<file path="config.mk">
export PLATFORM = sky130hd
export DESIGN_NAME = dvru_queue
export DESIGN_NICKNAME = d
export VERILOG_FILES = /design/src/sv/dvru_pkg.sv /design/src/sv/dvru_queue.sv
export SDC_FILE = /design/constraint.sdc
export NUM_CORES = 1
export LEC_CHECK = 0
export BUFFER_PORTS_ARGS = -buffer_cell sky130_fd_sc_hd__buf_2
export CELL_PAD_IN_SITES_DETAIL_PLACEMENT = 0
export CELL_PAD_IN_SITES_GLOBAL_PLACEMENT = 1
export CORE_MARGIN = 2
export CORE_UTILIZATION = 40
export CTS_CLUSTER_DIAMETER = 40
export DETAILED_ROUTE_END_ITERATION = 6
export PLACE_DENSITY = 0.79
export SLEW_MARGIN = 30
export SYNTH_ARGS = -nofsm -noshare
export SYNTH_HDL_FRONTEND = slang
export SYNTH_SLANG_ARGS = --single-unit
</file>
<file path="constraint.sdc">
create_clock -name clk_i -period 1.7 [get_ports clk_i]
set_input_delay 0.17 -clock clk_i [delete_from_list [all_inputs] [get_ports clk_i]]
set_output_delay 0.17 -clock clk_i [all_outputs]
set_load 0.05 [all_outputs]
</file>
<file path="src/sv/dvru_pkg.sv">
// shared types and constants of the distance-vector route update unit
`default_nettype none

package dvru_pkg;

  localparam int unsigned ADDR_W      = 32;
  localparam int unsigned COST_W      = 5;
  localparam int unsigned PLUS_W      = COST_W + 1;
  localparam int unsigned SLOT_W      = 6;
  localparam int unsigned ACTION_W    = 3;
  localparam int unsigned CFG_IDX_W   = 3;
  localparam int unsigned IFCNT_W     = 3;
  localparam int unsigned QUEUE_DEPTH = 2;

  localparam logic [COST_W-1:0]  COST_INF    = 5'd16;
  localparam logic [COST_W-1:0]  COST_ONE    = 5'd1;
  localparam logic [IFCNT_W-1:0] MAX_IFACES  = 3'd4;

  typedef enum logic [ACTION_W-1:0] {
    ACT_INSERTED  = 3'd0,
    ACT_IMPROVED  = 3'd1,
    ACT_UNCHANGED = 3'd2,
    ACT_OWN       = 3'd3,
    ACT_FULL      = 3'd4
  } action_e;

  typedef enum logic [CFG_IDX_W-1:0] {
    CFG_ADDR_A = 3'd0,
    CFG_ADDR_B = 3'd1,
    CFG_ADDR_C = 3'd2,
    CFG_ADDR_D = 3'd3,
    CFG_COUNT  = 3'd4
  } cfg_idx_e;

  typedef enum logic {
    BK_IDLE,
    BK_SCAN
  } back_state_e;

  typedef struct packed {
    logic              own;
    logic [ADDR_W-1:0] dest;
    logic [ADDR_W-1:0] sender;
    logic [ADDR_W-1:0] recv;
    logic [PLUS_W-1:0] plus_one;
    logic [COST_W-1:0] capped;
    logic [COST_W-1:0] ins_cost;
  } cmd_t;

  typedef struct packed {
    logic [SLOT_W-1:0] slot;
    action_e           action;
    logic [COST_W-1:0] cost;
    logic [ADDR_W-1:0] next_hop;
    logic [ADDR_W-1:0] out_iface;
  } res_t;

  typedef struct packed {
    logic [ADDR_W-1:0] dest;
    logic [COST_W-1:0] cost;
    logic [ADDR_W-1:0] next_hop;
    logic [ADDR_W-1:0] iface;
  } entry_t;

endpackage

`default_nettype wire

</file>
<file path="src/sv/dvru_queue.sv">
// small word queue used between the front, the back and the result ports
`default_nettype none

module dvru_queue #(
  parameter int unsigned Width = 8
) (
  input  wire logic             clk_i,
  input  wire logic             rst_ni,
  input  wire logic             push_i,
  input  wire logic [Width-1:0] data_i,
  output logic                  full_o,
  input  wire logic             pop_i,
  output logic [Width-1:0]      data_o,
  output logic                  empty_o
);
  import dvru_pkg::*;

  localparam int unsigned PtrW = $clog2(QUEUE_DEPTH);
  localparam int unsigned CntW = $clog2(QUEUE_DEPTH + 1);

  logic [Width-1:0] store_q [QUEUE_DEPTH];
  logic [PtrW-1:0]  wr_ptr_q, wr_ptr_d, rd_ptr_q, rd_ptr_d;
  logic [CntW-1:0]  count_q, count_d;
  logic             do_push, do_pop;

  assign full_o  = (count_q == CntW'(QUEUE_DEPTH));
  assign empty_o = (count_q == '0);
  assign do_push = push_i && !full_o;
  assign do_pop  = pop_i && !empty_o;
  assign data_o  = store_q[rd_ptr_q];

  always_comb begin
    wr_ptr_d = wr_ptr_q;
    rd_ptr_d = rd_ptr_q;
    count_d  = count_q;
    if (do_push) begin
      wr_ptr_d = (wr_ptr_q == PtrW'(QUEUE_DEPTH - 1)) ? '0 : wr_ptr_q + 1'b1;
    end
    if (do_pop) begin
      rd_ptr_d = (rd_ptr_q == PtrW'(QUEUE_DEPTH - 1)) ? '0 : rd_ptr_q + 1'b1;
    end
    if (do_push && !do_pop) begin
      count_d = count_q + 1'b1;
    end else if (do_pop && !do_push) begin
      count_d = count_q - 1'b1;
    end
  end

  always_ff @(posedge clk_i or negedge rst_ni) begin
    if (!rst_ni) begin
      wr_ptr_q <= '0;
      rd_ptr_q <= '0;
      count_q  <= '0;
    end else begin
      wr_ptr_q <= wr_ptr_d;
      rd_ptr_q <= rd_ptr_d;
      count_q  <= count_d;
    end
  end

  always_ff @(posedge clk_i) begin
    if (do_push) begin
      store_q[wr_ptr_q] <= data_i;
    end
  end

endmodule

`default_nettype wire

</file>
# Yosys cells after proc, flatten, opt, wreduce, memory -nomap -nowiden
# Memories as Yosys holds them, arrays and structs flattened.
# Index checks and enable logic that the tools add are counted.
# W data, S select, Z words.
# totals
reg_bits	4
latchBits	0
ram_bits	16
romBits	0
input_bits	12
out_inout_bits	10
n_memories	1
# op_classes
n_addsub	4
multipliers	0
n_div	0
n_lt_le_gt_ge	0
eq_ne	1
shifts	0
muxes	6
bitwise_logic	0
n_reduce_logical	10
# mem_list
name	words	word_bits	rd	rd_clocked_by_memory_dff	write_ports	line_no	rtl
store_q	2	8	1	0	1	dvru_queue.sv:21	logic [Width-1:0] store_q [QUEUE_DEPTH];
# op_table
op	count
$logic_and A1 B1 Y1	4
$logic_not A1 Y1	4
$mux W1	4
$mux W2	2
$add A1 B1 Y1 const B	2
$add A2 B1 Y2 const B	1
$eq A2 B2 Y1 const B	1
$logic_not A2 Y1	1
$reduce_bool A2 Y1	1
$sub A2 B1 Y2 const B	1

# Depth between registers and ports, before layout
# depth
word_depth	7
depth_mapped	7
mapped_depth_nobuf	7

# Worst setup path before layout
# Ideal clock, no wire load.
# synth_path
path_type	reg2reg
start	register count_q[0]
end	memory store_q[0][0] (enable)
setup_time_ps	370
arrival_time_ps	1022
t_required_ps	1330
path_slack_ps	308
stages_incl_launch_ff	4
cell_sequence	dfrtp_1 -> nand2b_1 -> nand2_2 -> nor2_1
# synth_between
elab_chain_cells	5
# synth_lines
element	line_no	rtl
from (decl)	dvru_queue.sv:23	logic [CntW-1:0] count_q, count_d;
from (signal assigned)	dvru_queue.sv:57	count_q <= count_d;
$eq A2 B2 Y1	dvru_queue.sv:26	assign full_o = (count_q == CntW'(QUEUE_DEPTH));
$logic_not A1 Y1	dvru_queue.sv:28	assign do_push = push_i && !full_o;
$logic_and A1 B1 Y1	dvru_queue.sv:28	
$mux W1	dvru_queue.sv:62	if (do_push) begin
$mux W1 (not written as such)	dvru_queue.sv:63	store_q[wr_ptr_q] <= data_i;
to (decl)	dvru_queue.sv:21	
# No other way between the ends.

# Worst setup path after layout
# layout_path
start	register rd_ptr_q
end	output data_o[7]
# layout_between
elab_chain_cells	1
# layout_lines
element	line_no	rtl
from (decl)	dvru_queue.sv:22	logic [PtrW-1:0] wr_ptr_q, wr_ptr_d, rd_ptr_q, rd_ptr_d;
from (signal assigned)	dvru_queue.sv:56	rd_ptr_q <= rd_ptr_d;
$mem_v2 Z2 W8	--	
to (decl)	dvru_queue.sv:13	output logic [Width-1:0] data_o,
# No other way between the ends.

==> impl_metrics.ini <==
[status]
status = completed

[cts]
clock_path_buffers = 2
cts_max_level = 1
cts_tree = done
cts.sinks = 20
clkTransAtPathRegs_ps = 110
cts_buffers = 3
clkLatencyLatePin_ps = 290
cts_root_buffer = clkbuf_4

[place]
place.gp.congestion = 0.712
dp_hpwl_um = 851
place_area_um2 = 921
io_buffers = 21

[sta]
rsz0062_at_grt = no
finalSetupTns_ps = 0
skew_ps = 9.15
tightest_slew_ps = 367
setup_viol = 0
clock.fmax_ghz = 0.658
hold_viol_final = 0
max_slew_margin = 0.756
finalCritPeriodShare = 0.894
slew_viol_final = 0
hold_slack_ps = 62.8
period_needed_ps = 1520

[pwr]
p_clk_frac = 0.118
swShare = 0.439
p_comb_frac = 0.455
peakVddDrop_mv = 1.23
p_sw_mw = 0.817
internal_power_mw = 1.04
power_density_mw_per_mm2 = 1940
leakage_nw = 0.398
seq_power_share = 0.427

[detailed_routing]
avgViaCountPerCell = 4.52
wire_per_inst_um = 11.8
vias = 429
drtIter0Drc = 6
antenna_left = 0
routed_wirelength_um = 1120
drc = 0
dr.pass1.iters = 3

[worst_setup_path]
r2r_end = count_q[1]
rrSetupSlack_ps = 210
crit_fanout = 9
crit_family = flip-flops
critical_path_class = reg -> out
crit_buf_inv = 1
required_ps = 1530
r2r_cells = 6
worstSetupStartpointType = flip-flop
crit_chain = mux2_2 -> buf_2
endpoint_kind = output port
r2r-start = count_q[0]
slowest_delay_ps = 500
arrival_ps = 1350
crit_slowest_cell = dfrtp_2

[die]
start_util = 0.439
dieArea_mm2 = 0.00232
core_mm2 = 0.00178
fp-row-count = 15
dieWidth_um = 48.2
die_h_um = 48.2
num_io_pins = 22

[logic_synthesis]
yosysSeqAreaShare = 0.742
synth_enable_flop_cells = 16
ys_types = 15
synth_seq_cells = 20
synth_common_cells = edfxtp_1, mux2_1, dfrtp_1
synth_area_leaders = edfxtp_1, dfrtp_1, mux2_1
ys_warn_count = 0
async_flop_share = 0.200
netlist_area_um2 = 782
synth_top_area_share = 0.614
syn_avg_cell_area_um2 = 17.8
ys.flop_type = edfxtp_1
yosysMostFrequentCell = edfxtp_1
syn_inst = 44
synth_top_area_cell = edfxtp_1
synth_nets = 57

[grt]
top_usage_layer = met2
grtUsageMet2 = 0.179
grt_pass1_wl_um = 1620
grt_util_met3 = 0.0370
grtUsageMet1 = 0.123
grt_max_degree = 12
grt_pass1_vias = 414
overflow = 0
track_usage = 0.105
antenna_found_initial = 0

[finish]
finalNetCount = 84
fillers = 154
antennaDiodeCount = 0
area_growth_pct = 22.6
fin_area_um2 = 958
drive_gt1_frac = 0.429

[run]
drv_cap = 0

[min_path]
min_from = data_i[1]
hold_class = in -> reg
whs_path_depth = 1
whs_endpoint = store_q[1][1]
-- cell usage in the layout, fill, tap and decap left out, drive strengths merged --
cell type    netlist  routed
and3               1       1
buf                1      22
clkbuf             0       4
dfrtp              4       4
dlygate4sd3        0       1
edfxtp            16      16
ha                 1       1
inv                2       2
mux2               8       8
nand2              1       1
nand2b             1       1
nor2               3       3
o21ai              1       1
xnor2              3       3
xor2               2       2
-- worst max-delay path by stage --
| stage | startpoint | cells past startpoint | slack, ps | endpoint |
|---|---|---|---|---|
| 2_1_floorplan | count_q[0] | 3 | 310 | store_q[0][0] |
| 3_3_place_gp | count_q[0] | 7 | 300 | count_q[1] |
| 3_5_place_dp | count_q[0] | 6 | 200 | count_q[1] |
| 4_1_cts | rd_ptr_q | 2 | 50 | data_o[7] |
| 5_1_grt | count_q[0] | 6 | 110 | count_q[1] |
| 6_report | rd_ptr_q | 2 | 180 | data_o[7] |
-- sequential cells by signal, indices dropped and copies added (netlist names) --
name and flops:
count_q 2, store_q 16, wr_ptr_q 1, rd_ptr_q 1
-- final cells by class --
cell class	instances	area, um^2	area share
Inverter	2	7.51	0.00783
Sequential cell	20	582	0.607
Tap cell	25	31.3	0.0326
Clock buffer	4	26.3	0.0274
Multi-Input combinational cell	21	189	0.197
Timing Repair Buffer	23	123	0.128
-- layer usage --
metal	vias to the layer above	share of wire	wire, um
met4	0	0	0
met5	-	0	0
li1	210	-	-
met2	12	0.52	581
met1	207	0.43	484
met3	0	0.050	56
-- power by group through the flow --
stage | Combinational (mW) | Clock [mW] | Sequential (mW)
2_1_floorplan | 0.724 | 0 | 0.746
3_3_place_gp | 0.842 | 0 | 0.796
3_5_place_dp | 0.857 | 0 | 0.804
4_1_cts | 0.858 | 0.225 | 0.795
5_1_grt | 0.903 | 0.246 | 0.813
6_report | 0.846 | 0.220 | 0.794
-- worst reg2reg max path: stages (launching register included) --
cell      delay (ps)
dfrtp_1          450
nand2b_1         210
nand2_2          120
inv_1             50
ha_1             310
nor2_1           140
xor2_1           150
-- per-stage QoR --
step	instances	utilization	worst slack, ps	total power, mW
detailed placement	90	0.516	197	1.66
floorplan	44	-	308	1.47
CTS	95	0.537	46.8	1.88
global placement	90	0.516	300	1.64
global route	95	0.538	109	1.96
finish	95	0.538	180	1.86
-- repair_timing --
item,4_1_cts,5_1_grt
setup buffers,0,0
hold buffers,1,0
endpoints found under the hold margin,4,0
endpoints found under the setup margin,0,2
resized for setup,0,1
-- logic make-up (layout without fill, tap and decap cells) --
kind of cell / Yosys count / in the layout / synth area share
flip-flops: 20 / 20 / 0.742
multiplexers: 8 / 8 / 0.115
AND/OR/NAND/NOR: 6 / 6 / 0.0384
XOR/XNOR: 5 / 5 / 0.0656
buffers and inverters: 3 / 29 / 0.0160
adder cells (fa/ha/maj): 1 / 1 / 0.0160
AO/OA/AOI/OAI: 1 / 1 / 0.00639
Power figures use the tool's default switching activity.
