### config.mk
export PLATFORM = sky130hd
export DESIGN_NAME = dvru_front
export DESIGN_NICKNAME = d
export VERILOG_FILES = /design/src/sv/dvru_pkg.sv /design/src/sv/dvru_front.sv
export SDC_FILE = /design/constraint.sdc
export NUM_CORES = 1
export LEC_CHECK = 0
export BUFFER_PORTS_ARGS = -buffer_cell sky130_fd_sc_hd__buf_2
export CAP_MARGIN = 20
export CORE_MARGIN = 4
export CORE_UTILIZATION = 30
export DETAILED_ROUTE_END_ITERATION = 8
export PLACE_DENSITY_LB_ADDON = 0.2
export RECOVER_POWER = 100
export SYNTH_ARGS = -nofsm -noshare
export SYNTH_HDL_FRONTEND = slang
export SYNTH_SLANG_ARGS = --single-unit
### constraint.sdc
create_clock -name clk_i -period 1.3 [get_ports clk_i]
set_input_delay 0 -clock clk_i [delete_from_list [all_inputs] [get_ports clk_i]]
set_output_delay 0 -clock clk_i [all_outputs]
set_load 0.005 [all_outputs]
### src/sv/dvru_pkg.sv
// shared types and constants of the distance-vector route update unit
`default_nettype none

package dvru_pkg;

  localparam int unsigned ADDR_W      = 32;
  localparam int unsigned COST_W      = 5;
  localparam int unsigned PLUS_W      = COST_W + 1;
  localparam int unsigned SLOT_W      = 6;
  localparam int unsigned ACTION_W    = 3;
  localparam int unsigned CFG_IDX_W   = 3;
  localparam int unsigned IFCNT_W     = 3;
  localparam int unsigned QUEUE_DEPTH = 2;

  localparam logic [COST_W-1:0]  COST_INF    = 5'd16;
  localparam logic [COST_W-1:0]  COST_ONE    = 5'd1;
  localparam logic [IFCNT_W-1:0] MAX_IFACES  = 3'd4;

  typedef enum logic [ACTION_W-1:0] {
    ACT_INSERTED  = 3'd0,
    ACT_IMPROVED  = 3'd1,
    ACT_UNCHANGED = 3'd2,
    ACT_OWN       = 3'd3,
    ACT_FULL      = 3'd4
  } action_e;

  typedef enum logic [CFG_IDX_W-1:0] {
    CFG_ADDR_A = 3'd0,
    CFG_ADDR_B = 3'd1,
    CFG_ADDR_C = 3'd2,
    CFG_ADDR_D = 3'd3,
    CFG_COUNT  = 3'd4
  } cfg_idx_e;

  typedef enum logic {
    BK_IDLE,
    BK_SCAN
  } back_state_e;

  typedef struct packed {
    logic              own;
    logic [ADDR_W-1:0] dest;
    logic [ADDR_W-1:0] sender;
    logic [ADDR_W-1:0] recv;
    logic [PLUS_W-1:0] plus_one;
    logic [COST_W-1:0] capped;
    logic [COST_W-1:0] ins_cost;
  } cmd_t;

  typedef struct packed {
    logic [SLOT_W-1:0] slot;
    action_e           action;
    logic [COST_W-1:0] cost;
    logic [ADDR_W-1:0] next_hop;
    logic [ADDR_W-1:0] out_iface;
  } res_t;

  typedef struct packed {
    logic [ADDR_W-1:0] dest;
    logic [COST_W-1:0] cost;
    logic [ADDR_W-1:0] next_hop;
    logic [ADDR_W-1:0] iface;
  } entry_t;

endpackage

`default_nettype wire

### src/sv/dvru_front.sv
// front end: own-interface registers and classification of incoming routes
`default_nettype none

module dvru_front (
  input  wire logic                             clk_i,
  input  wire logic                             rst_ni,
  input  wire logic                             cfg_we_i,
  input  wire logic [dvru_pkg::CFG_IDX_W-1:0]   cfg_idx_i,
  input  wire logic [dvru_pkg::ADDR_W-1:0]      cfg_data_i,
  input  wire logic [dvru_pkg::ADDR_W-1:0]      dest_addr_i,
  input  wire logic [dvru_pkg::COST_W-1:0]      adv_cost_i,
  input  wire logic [dvru_pkg::ADDR_W-1:0]      sender_addr_i,
  input  wire logic [dvru_pkg::ADDR_W-1:0]      recv_iface_addr_i,
  output dvru_pkg::cmd_t                        cmd_o
);
  import dvru_pkg::*;

  logic [ADDR_W-1:0]  addr_a_q, addr_b_q, addr_c_q, addr_d_q;
  logic [IFCNT_W-1:0] if_count_q;
  logic [IFCNT_W-1:0] if_used;
  logic [PLUS_W-1:0]  plus_one;
  logic [COST_W-1:0]  capped;
  logic               own_hit;

  always_ff @(posedge clk_i or negedge rst_ni) begin
    if (!rst_ni) begin
      addr_a_q   <= '0;
      addr_b_q   <= '0;
      addr_c_q   <= '0;
      addr_d_q   <= '0;
      if_count_q <= '0;
    end else if (cfg_we_i) begin
      case (cfg_idx_e'(cfg_idx_i))
        CFG_ADDR_A: addr_a_q   <= cfg_data_i;
        CFG_ADDR_B: addr_b_q   <= cfg_data_i;
        CFG_ADDR_C: addr_c_q   <= cfg_data_i;
        CFG_ADDR_D: addr_d_q   <= cfg_data_i;
        CFG_COUNT:  if_count_q <= cfg_data_i[IFCNT_W-1:0];
        default: ;
      endcase
    end
  end

  // count above four acts as four
  assign if_used = (if_count_q > MAX_IFACES) ? MAX_IFACES : if_count_q;

  assign own_hit = ((if_used > 3'd0) && (dest_addr_i == addr_a_q))
                || ((if_used > 3'd1) && (dest_addr_i == addr_b_q))
                || ((if_used > 3'd2) && (dest_addr_i == addr_c_q))
                || ((if_used > 3'd3) && (dest_addr_i == addr_d_q));

  assign plus_one = {1'b0, adv_cost_i} + PLUS_W'(1);
  assign capped   = (plus_one > {1'b0, COST_INF}) ? COST_INF : plus_one[COST_W-1:0];

  always_comb begin
    cmd_o.own      = own_hit;
    cmd_o.dest     = dest_addr_i;
    cmd_o.sender   = sender_addr_i;
    cmd_o.recv     = recv_iface_addr_i;
    cmd_o.plus_one = plus_one;
    cmd_o.capped   = capped;
    cmd_o.ins_cost = (sender_addr_i == dest_addr_i) ? COST_ONE : capped;
  end

endmodule

`default_nettype wire

# After elaboration in Yosys (flattened, before gate mapping)
# Cells that the tools add are included.
[word_totals] register_bits=131 latchBits=0 ramBits=0 mem_bits_ro=0 in_bits=139 elab_cells=37 mem_count=0
[classes] n_addsub=1 n_mul=0 n_div=0 magnitude_cmp=6 n_eq_ne=9 n_shift=0 mux=3 bitwise_logic=0 n_reduce_logical=13
[ops] cell="$eq A32 B32 Y1" n=5
[ops] cell="$mux W5" n=2
[ops] cell="$reduce_and A2 Y1" n=5
[ops] cell="$add A5 B1 Y6 const B" n=1
[ops] cell="$eq A3 B2 Y1 const B" n=2
[ops] cell="$gt A3 B1 Y1 const B" n=2
[ops] cell="$gt A3 B2 Y1 const B" n=2
[ops] cell="$gt A6 B5 Y1 const B" n=1
[ops] cell="$logic_and A1 B1 Y1" n=4
[ops] cell="$eq A3 B1 Y1 const B" n=1
[ops] cell="$eq A3 B3 Y1 const B" n=1
[ops] cell="$gt A3 B3 Y1 const B" n=1
[ops] cell="$logic_not A3 Y1" n=1
[ops] cell="$logic_or A1 B1 Y1" n=3
[ops] cell="$mux W3" n=1

# Depth between registers and ports, before layout
# Gate-level depths: netlist (run 1).
[logic_depth] word_depth=7 ltp_mapped=7 ltp_nobuf=5

# Worst setup path after synthesis (run 1)
# Ideal clock, no wire load.
[synth_timing] path_type="reg-to-output" start="reg if_count_q[1]" end="out cmd_o[112] in the netlist's numbering" t_arrival_ns=1.360 slack_ns=-0.060 path_stages_with_launch=5 cell_sequence="dfrtp_1 -> o311ai_0 -> nor3_1 -> or4_1 -> buf_4"
[synth_via] elab_chain_cells=7 elab_cells_between_ends=13 cone_classes="order compare (5); mux (1); reduce/logical (7)"
[synth_rtl] element="from (decl)" line="dvru_front.sv:19" source="logic [IFCNT_W-1:0] if_count_q;"
[synth_rtl] element="from (signal assigned)" line="dvru_front.sv:38" source="CFG_COUNT: if_count_q <= cfg_data_i[IFCNT_W-1:0];"
[synth_rtl] element="$gt A3 B3 Y1" line="dvru_front.sv:45" source="assign if_used = (if_count_q > MAX_IFACES) ? MAX_IFACES : if_count_q;"
[synth_rtl] element="$mux W3 *" line="dvru_front.sv:45"
[synth_rtl] element="$gt A3 B1 Y1 (on tied branches)" line="dvru_front.sv:47, dvru_front.sv:48"
[synth_rtl] element="$logic_and A1 B1 Y1 (on tied branches)" line="dvru_front.sv:47, dvru_front.sv:48"
[synth_rtl] element="$logic_or A1 B1 Y1" line="dvru_front.sv:48" source="|| ((if_used > 3'd1) && (dest_addr_i == addr_b_q))"
[synth_rtl] element="$logic_or A1 B1 Y1" line="dvru_front.sv:49" source="|| ((if_used > 3'd2) && (dest_addr_i == addr_c_q))"
[synth_rtl] element="$logic_or A1 B1 Y1 *" line="dvru_front.sv:50" source="|| ((if_used > 3'd3) && (dest_addr_i == addr_d_q));"
[synth_rtl] element="to (decl)" line="dvru_front.sv:14" source="output dvru_pkg::cmd_t cmd_o"
# Every way passes the cells marked *; elsewhere a longest branch is shown, timed or not.

==> key figures, run 1 <==
Yosys
  • XOR/XNOR Fraction of Synth Area: roughly 18%
  • Avg Cell Area, Syn: 11.8 µm²
  • Syn Std Cell Area: between 7000 and 8000 µm²
  • Most common cell in the synthesized netlist: xor2_1
  • Syn nets: between 700 and 800
  • Fraction of the mapped netlist area in simple logic gates: 5.89%
  • Top FF cell, synth: dfrtp_1
  • Largest family of logic cells by synthesized area: multiplexers
  • EDFF count, synth: 0
  • Asr flop ratio synth: 100%
  • Mux cell area share after synthesis: 18.9%
  • Area leader, netlist: dfrtp_1
  • Post-synth top cells: xor2_1 (150), dfrtp_1 (131), mux2_2 (130)
  • Ranking of synthesized cells by area: dfrtp_1 (42%), mux2_2 (19%), xor2_1 (17%), buf_4 (12%), nor4_1 (2.8%)
  • Sequential cell area fraction in the yosys report: 42.1%
  • Compound-Gate Fraction of Synth Area: 0.498%
  • #FFs+latches synth: 131
  • Yosys cell types: 29
  • Synth Warn #: 0
  • Post-synth top area share: between 40% and 50%
  • Post-Synth Adder-Cell Area: less than 1%
  • Cells after Synth: roughly 660

Die
  • Effective utilization at floorplan: 30.7%
  • Placeable Area: 25400 µm²
  • Die W: between 150 and 200 µm
  • Rows: 58
  • Chip height: between 150 and 200 µm
  • IO Pins: between 200 and 300
  • Die ar.: 28600 µm²

Timing
  • Final period utilization: 160%
  • Headroom to the max-slew limit: 48.4%
  • Max Freq: about 480 MHz
  • Min cycle time layout: 2.08 ns
  • Worst-Margin Slew: slightly below 0.8 ns
  • RSZ-0062 raised after global routing: true
  • Final clock skew: 0 ns
  • Fin. Hold Viols: 0
  • Setup-failing EPs final: 6
  • Final WS setup: -0.781 ns
  • Pins Over Slew Limit: 0
  • Total negative setup slack: -2.91 ns

Place
  • Pre-CTS WS: -0.487 ns
  • Placed wire-length estimate: between 15 and 20 mm
  • IO buf count: about 190
  • RD Place Congestion: roughly 0.81

Worst setup path
  • CP max FO: 2
  • CP max stage cell: or4_4
  • Required time of the critical path: roughly 1.3 ns
  • Crit Path Class: flop to primary output
  • Critical Path Sink Type: primary output
  • Crit start category: flop
  • R2r worst-path depth: 2
  • Max incr delay on CP: roughly 0.55 ns
  • CP Cell Sequence: xor2_1, nor4_1, nand3_1, nor3_1, or4_4, buf_6
  • WP data arrival: 2.08 ns

Clocking
  • Clock transition at path regs: ~0.06 ns
  • CTS tree: done
  • Htree depth: 4
  • CTS Root Cell: clkbuf_16
  • CTS Sinks: approximately 130
  • CTS Buf Count: 17
  • Worst skew pair latency: 0.42 ns
  • Max clock buf depth: 2

Status
  • Failing checks: negative setup slack
  • Status: finished with violations

Detailed routing
  • Initial DRC Count: around 160
  • Post-route ant nets: 0
  • Final wirelength: 23.2 mm
  • Wirelength per Cell: between 15 and 20 µm
  • Drt first pass iters: 4
  • Via Count: 5321
  • Via density: between 4 and 5
  • DR DRC count: 0

Pwr
  • Internal power: approximately 9800 µW
  • Pleak: between 0.004 and 0.005 µW
  • Clk pwr share: about 36%
  • Total power density per cell area: roughly 1400 nW/µm²
  • IR drop worst, VDD: 0.000695 V
  • Reg power frac: slightly below 40%
  • Switching Share: between 20 and 30%
  • Combinational power share: 24.7%
  • Switching pwr: 4190 µW

Finish
  • Area Growth Syn to Fin: 27.7%
  • Core Util, Final: 39.2%
  • Fraction of layout cells with a size suffix above 1: between 40% and 50%
  • Layout net count: 965
  • # diodes: 0

Global routing
  • Remaining global-route overflow: 0
  • Vias in the first global route: between 5000 and 6000
  • First-pass GRT wire length: approximately 35 mm
  • Antenna violations before repair: 0
  • Largest net degree at the start of global routing: 33
  • GRT Overall Usage: 16.4%

Min path
  • Worst Hold Class: input pin to primary output
  • Hold Crit Depth: 0

Flow run
  • Max-cap violation count: 0
==> critical path: cells and delay by family (launching register included) <==
kind / cells / cell delay [ns]
XOR/XNOR: 1 / 0.32
buffers and inverters: 1 / 0.14
flip-flops: 1 / 0.38
AND/OR/NAND/NOR: 4 / 0.81
==> power by group through the flow <==
stage | Combinational (µW) | Sequential [µW] | Clock [µW]
after floorplan | 2110 | 5520 | 0
after global placement | 3270 | 5610 | 0
after detailed placement | 3270 | 5640 | 0
after CTS | 3500 | 5580 | 5100
after global routing | 3780 | 5710 | 5280
final | 3460 | 5580 | 4980
==> through the flow <==
step / total power, µW / hold WS, ns / area (µm²) / cells
after CTS: 14200 / 0.0000416 / 10000 / 1168
after global placement: 8880 / -0.00963 / 8790 / 1103
final: 14000 / 0.00000199 / 9960 / 1168
after global routing: 14800 / 0.0000122 / 9960 / 1168
after floorplan: 7630 / -0.296 / 7790 / 658
after detailed placement: 8910 / -0.00845 / 8790 / 1103
==> registers in the layout, summed over array words and instances, names as in the netlist <==
name	flops
if_count_q	3
addr_c_q	32
addr_b_q	32
addr_d_q	32
addr_a_q	32
==> per-layer routing <==
| layer | GRT usage [%] | up-vias | routed length [µm] |
|---|---|---|---|
| li1 | - | 2463 | - |
| met1 | 23.3 | 2662 | 10900 |
| met2 | 25.1 | 163 | 10700 |
| met3 | 3.68 | 33 | 1190 |
| met4 | 5.22 | 0 | 361 |
| met5 | 0 | - | 0 |
==> worst paths after layout <==
path,startpoint,slack [ns],endpoint
worst min register to register,addr_b_q[6]$_DFFE_PN0P_,0.51,addr_b_q[6]$_DFFE_PN0P_
worst max-delay path,addr_d_q[26]$_DFFE_PN0P_,-0.78,cmd_o[112]
max in group asynchronous,rst_ni,0.19,addr_c_q[25]$_DFFE_PN0P_
min in group asynchronous,rst_ni,0.18,addr_a_q[3]$_DFFE_PN0P_
worst min-delay path,recv_iface_addr_i[10],0.000002,cmd_o[26]
worst max register to register,if_count_q[2]$_DFFE_PN0P_,0.39,if_count_q[2]$_DFFE_PN0P_
==> cell usage in the layout (no fill, tap or decap), drive strengths merged, types with 10 or more instances in the layout <==
cell and instances:
dlygate4sd3 33, clkbuf 92, xnor2 12, inv 10
mux2 131, buf 182, nor3 10, dfrtp 131
xor2 151, nor4 36
==> final cells by class <==
cell class,instances,area [µm²]
Tap cell,330,413
Inverter,6,22.5
Clock inverter,15,181
Timing Repair Buffer,290,1870
Fill cell,2497,15400
Clock buffer,17,425
Sequential cell,131,3280
Multi-Input combinational cell,379,3770
==> logic make-up after synthesis <==
family,count (synthesis)
compound gates,6
fa+ha+maj,1
xor+xnor,163
flops,131
simple gates,78
mux,131
buf+inv,148
==> timing repair <==
item,CTS,global route
endpoints found under the setup margin,6,6
resized for setup,57,43
pin swaps,22,7
setup buffers,1,0
hold buffers,33,0
hold endpoints to repair,262,0
No activity file was read; power rests on OpenSTA's default activity.
==> run 2, diff against run 1 <==
==> constraint.sdc (replaced) <==
create_clock -name clk_i -period 1.3 [get_ports clk_i]
set_input_delay 0.065 -clock clk_i [delete_from_list [all_inputs] [get_ports clk_i]]
set_output_delay 0.065 -clock clk_i [all_outputs]
set_load 0.005 [all_outputs]
==> key figures, run 2 (synthesis results as in run 1) <==
Timing
  • Final WS setup: -0.832 ns
  • Final clock skew: 0 ns
  • Max Freq: between 400 and 500 MHz
  • Fin. Hold Viols: 0
  • Min cycle time layout: ~2.1 ns
  • Headroom to the max-slew limit: around two fifths
  • Setup-failing EPs final: 6
  • Final period utilization: 164%
  • Worst-Margin Slew: around 0.9 ns
  • RSZ-0062 raised after global routing: true
  • Pins Over Slew Limit: 0
  • Total negative setup slack: -2.88 ns
  • Worst Hold Margin: 0.0273 ns

Global routing
  • Vias in the first global route: between 5000 and 6000
  • Remaining global-route overflow: 0
  • GRT Overall Usage: around 16%
  • Largest net degree at the start of global routing: 69
  • First-pass GRT wire length: approximately 35 mm
  • Antenna violations before repair: 0

Worst setup path
  • Max incr delay on CP: approximately 0.57 ns
  • Crit Path Class: flop to primary output
  • Delay-heaviest family, CP: simple AND/OR/NAND/NOR gates
  • WP data arrival: about 2.1 ns
  • Required time of the critical path: roughly 1.2 ns
  • CP Cell Sequence: xor2_1, nor4_1, nand4_1, nor3_2, or4_4, buf_6
  • CP max FO: 2
  • Critical Path Sink Type: primary output
  • CP max stage cell: or4_4
  • CP bufs+invs: 1
  • Crit start category: flop

Die
  • Die W: between 150 and 200 µm
  • Die ar.: 28600 µm²
  • Chip height: approximately 170 µm
  • Rows: 58
  • Effective utilization at floorplan: between 30 and 40%
  • Placeable Area: around 25000 µm²
  • IO Pins: about 250

Place
  • Placed wire-length estimate: ~18 mm
  • IO buf count: 187
  • RD Place Congestion: 0.817
  • Placed cell count: 1100

Pwr
  • Tot Pwr: about 14000 µW
  • Reg power frac: around 40%
  • Total power density per cell area: ~1400 nW/µm²
  • IR drop worst, VDD: between 0.0007 and 0.0008 V
  • Switching Share: 28.9%
  • Pleak: about 0.0043 µW
  • Switching pwr: slightly above 4000 µW
  • Clk pwr share: 35.7%
  • Internal power: a little under 10000 µW
  • Combinational power share: between 20% and 30%

Clocking
  • Worst skew pair latency: 0.42 ns
  • Htree depth: 4
  • Clock transition at path regs: around 0.060 ns
  • CTS tree: done
  • CTS Root Cell: clkbuf_16
  • Max clock buf depth: 2
  • CTS Sinks: ~130
  • CTS Buf Count: 17

Min path
  • Worst Hold Class: input pin to flop

Finish
  • Layout net count: 962
  • Finished Layout Cells: approximately 1200
  • # diodes: 0
  • Area Growth Syn to Fin: 26.6%
  • Commonest non-fill, non-tap cells in the layout: xor2_1 (130), mux2_2 (130), dfrtp_1 (130)
  • Fraction of layout cells with a size suffix above 1: 47.3%

Status
  • Failing checks: negative setup slack
  • Status: finished with violations

Detailed routing
  • DR DRC count: 0
  • Drt first pass iters: 4
  • Via Count: between 5000 and 6000
  • Final wirelength: 23.3 mm
  • Initial DRC Count: about 280
  • Via density: ~4.5
  • Post-route ant nets: 0
  • Wirelength per Cell: approximately 20 µm

Flow run
  • Max-cap violation count: 0
-- run 2: worst paths after layout --
kind,startpoint,endpoint,slack [ns],cells past startpoint
setup / recovery,addr_d_q[11]$_DFFE_PN0P_,cmd_o[112],-0.83,6
hold / removal,cfg_data_i[2],addr_d_q[2]$_DFFE_PN0P_,0.03,2
setup reg to reg,if_count_q[2]$_DFFE_PN0P_,if_count_q[2]$_DFFE_PN0P_,0.40,2
hold reg to reg,addr_b_q[6]$_DFFE_PN0P_,addr_b_q[6]$_DFFE_PN0P_,0.51,1
max in group asynchronous,rst_ni,addr_d_q[13]$_DFFE_PN0P_,0.10,3
min in group asynchronous,rst_ni,addr_b_q[10]$_DFFE_PN0P_,0.49,3
-- run 2: final cells by class --
type	count	area (µm²)
Sequential cell	131	3280
Tap cell	330	413
Clock buffer	23	478
Clock inverter	9	128
Timing Repair Buffer	287	1790
Fill cell	2521	15500
Multi-Input combinational cell	379	3760
Inverter	6	22.5
-- run 2: per-layer routing --
metal / vias to the layer above / global-route usage, % / share of wire, %
li1: 2426 / - / -
met1: 2622 / 23.9 / 48
met2: 166 / 24.5 / 45
met3: 36 / 2.59 / 4.8
met4: 0 / 5.04 / 2.1
met5: - / 0 / 0
-- run 2: stage by stage --
stage,utilization (%),instance area [µm²],setup WS [ns]
after floorplan,-,7790,-0.0791
after global placement,34.3,8710,-0.631
after detailed placement,34.3,8710,-0.635
after CTS,39.0,9890,-0.840
after global routing,38.9,9870,-0.876
final,38.9,9870,-0.832
-- run 2: power by group through the flow --
stage / logic (µW) / clock network (µW) / registers, µW
after floorplan: 2110 / 0 / 5520
after global placement: 3190 / 0 / 5620
after detailed placement: 3180 / 0 / 5650
after CTS: 3400 / 5040 / 5600
after global routing: 3660 / 5220 / 5740
final: 3340 / 4980 / 5610
-- run 2: what timing repair did --
| action | 4_1_cts | 5_1_grt |
|---|---|---|
| pin swaps | 18 | 16 |
| hold buffers | 33 | 0 |
| setup endpoints to repair | 6 | 10 |
| hold endpoints to repair | 257 | 0 |
| resized for setup | 45 | 36 |
| buffers inserted | 0 | 3 |
==> run 3, diff against run 2 <==
--- a/config.mk
+++ b/config.mk
@@ -10,7 +10,6 @@
 export CORE_MARGIN = 4
 export CORE_UTILIZATION = 30
 export DETAILED_ROUTE_END_ITERATION = 8
-export PLACE_DENSITY_LB_ADDON = 0.2
 export RECOVER_POWER = 100
 export SYNTH_ARGS = -nofsm -noshare
 export SYNTH_HDL_FRONTEND = slang
==> key figures, run 3 (synthesis results as in run 1) <==
Place
  • IO buf count: 187
  • RD Place Congestion: around 0.88
  • Placed wire-length estimate: roughly 18 mm
  • Pre-CTS WS: -0.512 ns

Global routing
  • Remaining global-route overflow: 0
  • Met3 usage: 3.33%
  • Gr busiest metal: met2
  • GRT Overall Usage: between 10% and 20%
  • Vias in the first global route: around 5700
  • Antenna violations before repair: 1
  • First-pass GRT wire length: 35.3 mm
  • Largest net degree at the start of global routing: between 40 and 50
  • Met2 global-route usage: 27.5%
  • GRT met1 Usage: between 20 and 25%

Timing
  • Max Freq: roughly 470 MHz
  • Worst Hold Margin: -0.00775 ns
  • Headroom to the max-slew limit: about three fifths
  • RSZ-0062 raised after global routing: true
  • Setup-failing EPs final: 7
  • Total negative setup slack: -3.81 ns
  • Worst-Margin Slew: 0.604 ns
  • Final period utilization: 165%
  • Pins Over Slew Limit: 0
  • Fin. Hold Viols: 1
  • Min cycle time layout: roughly 2.1 ns
  • Final WS setup: -0.843 ns
  • Final clock skew: 0 ns

Clocking
  • Worst skew pair latency: 0.42 ns
  • Max clock buf depth: 2
  • CTS Sinks: between 100 and 150
  • Htree depth: 4
  • CTS Buf Count: 17
  • CTS tree: done
  • CTS Root Cell: clkbuf_16
  • Clock transition at path regs: roughly 0.060 ns

Detailed routing
  • Via density: about 4.6
  • Post-route ant nets: 0
  • Wirelength per Cell: slightly above 20 µm
  • Drt first pass iters: 4
  • DR DRC count: 0
  • Final wirelength: approximately 24 mm
  • Initial DRC Count: between 150 and 200
  • Via Count: 5349

Die
  • Placeable Area: between 20000 and 30000 µm²
  • Rows: 58
  • Effective utilization at floorplan: a little under a third
  • Die W: 169 µm
  • Chip height: about 170 µm
  • IO Pins: roughly 250
  • Die ar.: around 29000 µm²

Worst setup path
  • WP data arrival: between 2 and 2.5 ns
  • CP max stage cell: dfrtp_1
  • Required time of the critical path: between 1 and 1.5 ns
  • CP bufs+invs: 2
  • Crit start category: flop
  • Crit Path Class: flop to primary output
  • Delay-heaviest family, CP: simple AND/OR/NAND/NOR gates
  • Critical Path Sink Type: primary output
  • Max incr delay on CP: 0.40 ns
  • CP max FO: 2
  • CP Cell Sequence: xor2_1, buf_4, nor4_1, nand4_1, nor3_1, or4_4, buf_6

Min path
  • Worst Hold Class: input pin to flop

Finish
  • Commonest non-fill, non-tap cell in the layout: xor2_1
  • Layout net count: between 900 and 1000
  • Core Util, Final: around two fifths
  • Fillers: roughly 2500
  • Footprint of the multi-input gates: 3770 µm²
  • Register area: about 3300 µm²
  • Area Growth Syn to Fin: 26.8%
  • # diodes: 0
  • Commonest non-fill, non-tap cells in the layout: xor2_1 (138), dfrtp_1 (131), mux2_2 (129)
  • Fraction of layout cells with a size suffix above 1: roughly 47%

Status
  • Status: finished with violations
  • Failing checks: negative hold slack, negative setup slack

Flow run
  • Max-cap violation count: 0

Pwr
  • Pleak: 0.00434 µW
  • Clk pwr share: between 30% and 40%
  • Switching Share: about 28%
  • Switching pwr: 3990 µW
  • Total power density per cell area: 1420 nW/µm²
  • IR drop worst, VDD: between 0.0008 and 0.0009 V
  • Reg power frac: 39.8%
  • Combinational power share: 24.1%
  • Internal power: around 10000 µW
-- run 3: cell count changes in the layout (fill, tap and decap cells not counted), sizes merged --
cell	before	now
buf	184	189
dlygate4sd3	33	31
bufinv	3	4
clkinvlp	3	2
-- run 3: worst paths after layout --
check | end | slack, ns | cells after the start | startpoint
setup / recovery | cmd_o[112] | -0.84 | 7 | addr_d_q[19]$_DFFE_PN0P_
hold / removal | addr_b_q[22]$_DFFE_PN0P_ | -0.008 | 2 | cfg_data_i[22]
setup reg to reg | if_count_q[2]$_DFFE_PN0P_ | 0.37 | 2 | if_count_q[2]$_DFFE_PN0P_
hold reg to reg | addr_b_q[6]$_DFFE_PN0P_ | 0.51 | 1 | addr_b_q[6]$_DFFE_PN0P_
max in group asynchronous | addr_a_q[27]$_DFFE_PN0P_ | 0.19 | 3 | rst_ni
min in group asynchronous | addr_a_q[2]$_DFFE_PN0P_ | 0.19 | 2 | rst_ni
-- run 3: area by class of cell --
class                   count  area share [%]
clock inverters             9            1.56
well taps                 330            4.18
inverters                   6           0.228
clock buffers              22            4.70
repair buffers            291            18.1
multi-input cells         379            38.1
flip-flops and latches    131            33.2
-- run 3: per-stage QoR --
stage          cell area [µm²]  power (µW)  std cells  hold WS (ns)
6_report                  9890       14000       1168      -0.00775
5_1_grt                   9890       14700       1168       0.00552
4_1_cts                   9850       14100       1167       0.00141
3_5_place_dp              8710        8830       1104     -0.000707
3_3_place_gp              8710        8750       1104       0.00199
2_1_floorplan             7790        7630        658        -0.231
-- run 3: power groups by stage --
stage          Sequential (µW)  Combinational (µW)  Clock (µW)
2_1_floorplan             5520                2110           0
3_3_place_gp              5600                3150           0
3_5_place_dp              5660                3170           0
4_1_cts                   5600                3390        5140
5_1_grt                   5710                3680        5310
6_report                  5590                3390        5060
-- run 3: layer usage --
| metal | up-vias | wire, µm |
|---|---|---|
| li1 | 2451 | - |
| met1 | 2662 | 10400 |
| met2 | 189 | 11400 |
| met3 | 47 | 1490 |
| met4 | 0 | 482 |
| met5 | - | 0 |
-- run 3: repair_timing --
| action | 4_1_cts | 5_1_grt |
|---|---|---|
| pin swaps | 13 | 18 |
| hold endpoints to repair | 252 | 0 |
| cloned | 0 | 0 |
| hold buffers | 31 | 0 |
| buffers inserted | 2 | 1 |
| endpoints found under the setup margin | 7 | 10 |
| resized for setup | 33 | 64 |
-- run 3: worst register-to-register path, cell delays in order (launching register included) --
cell and delay [ns]:
dfrtp_1 0.41, clkbuf_4 0.16, mux2_2 0.25
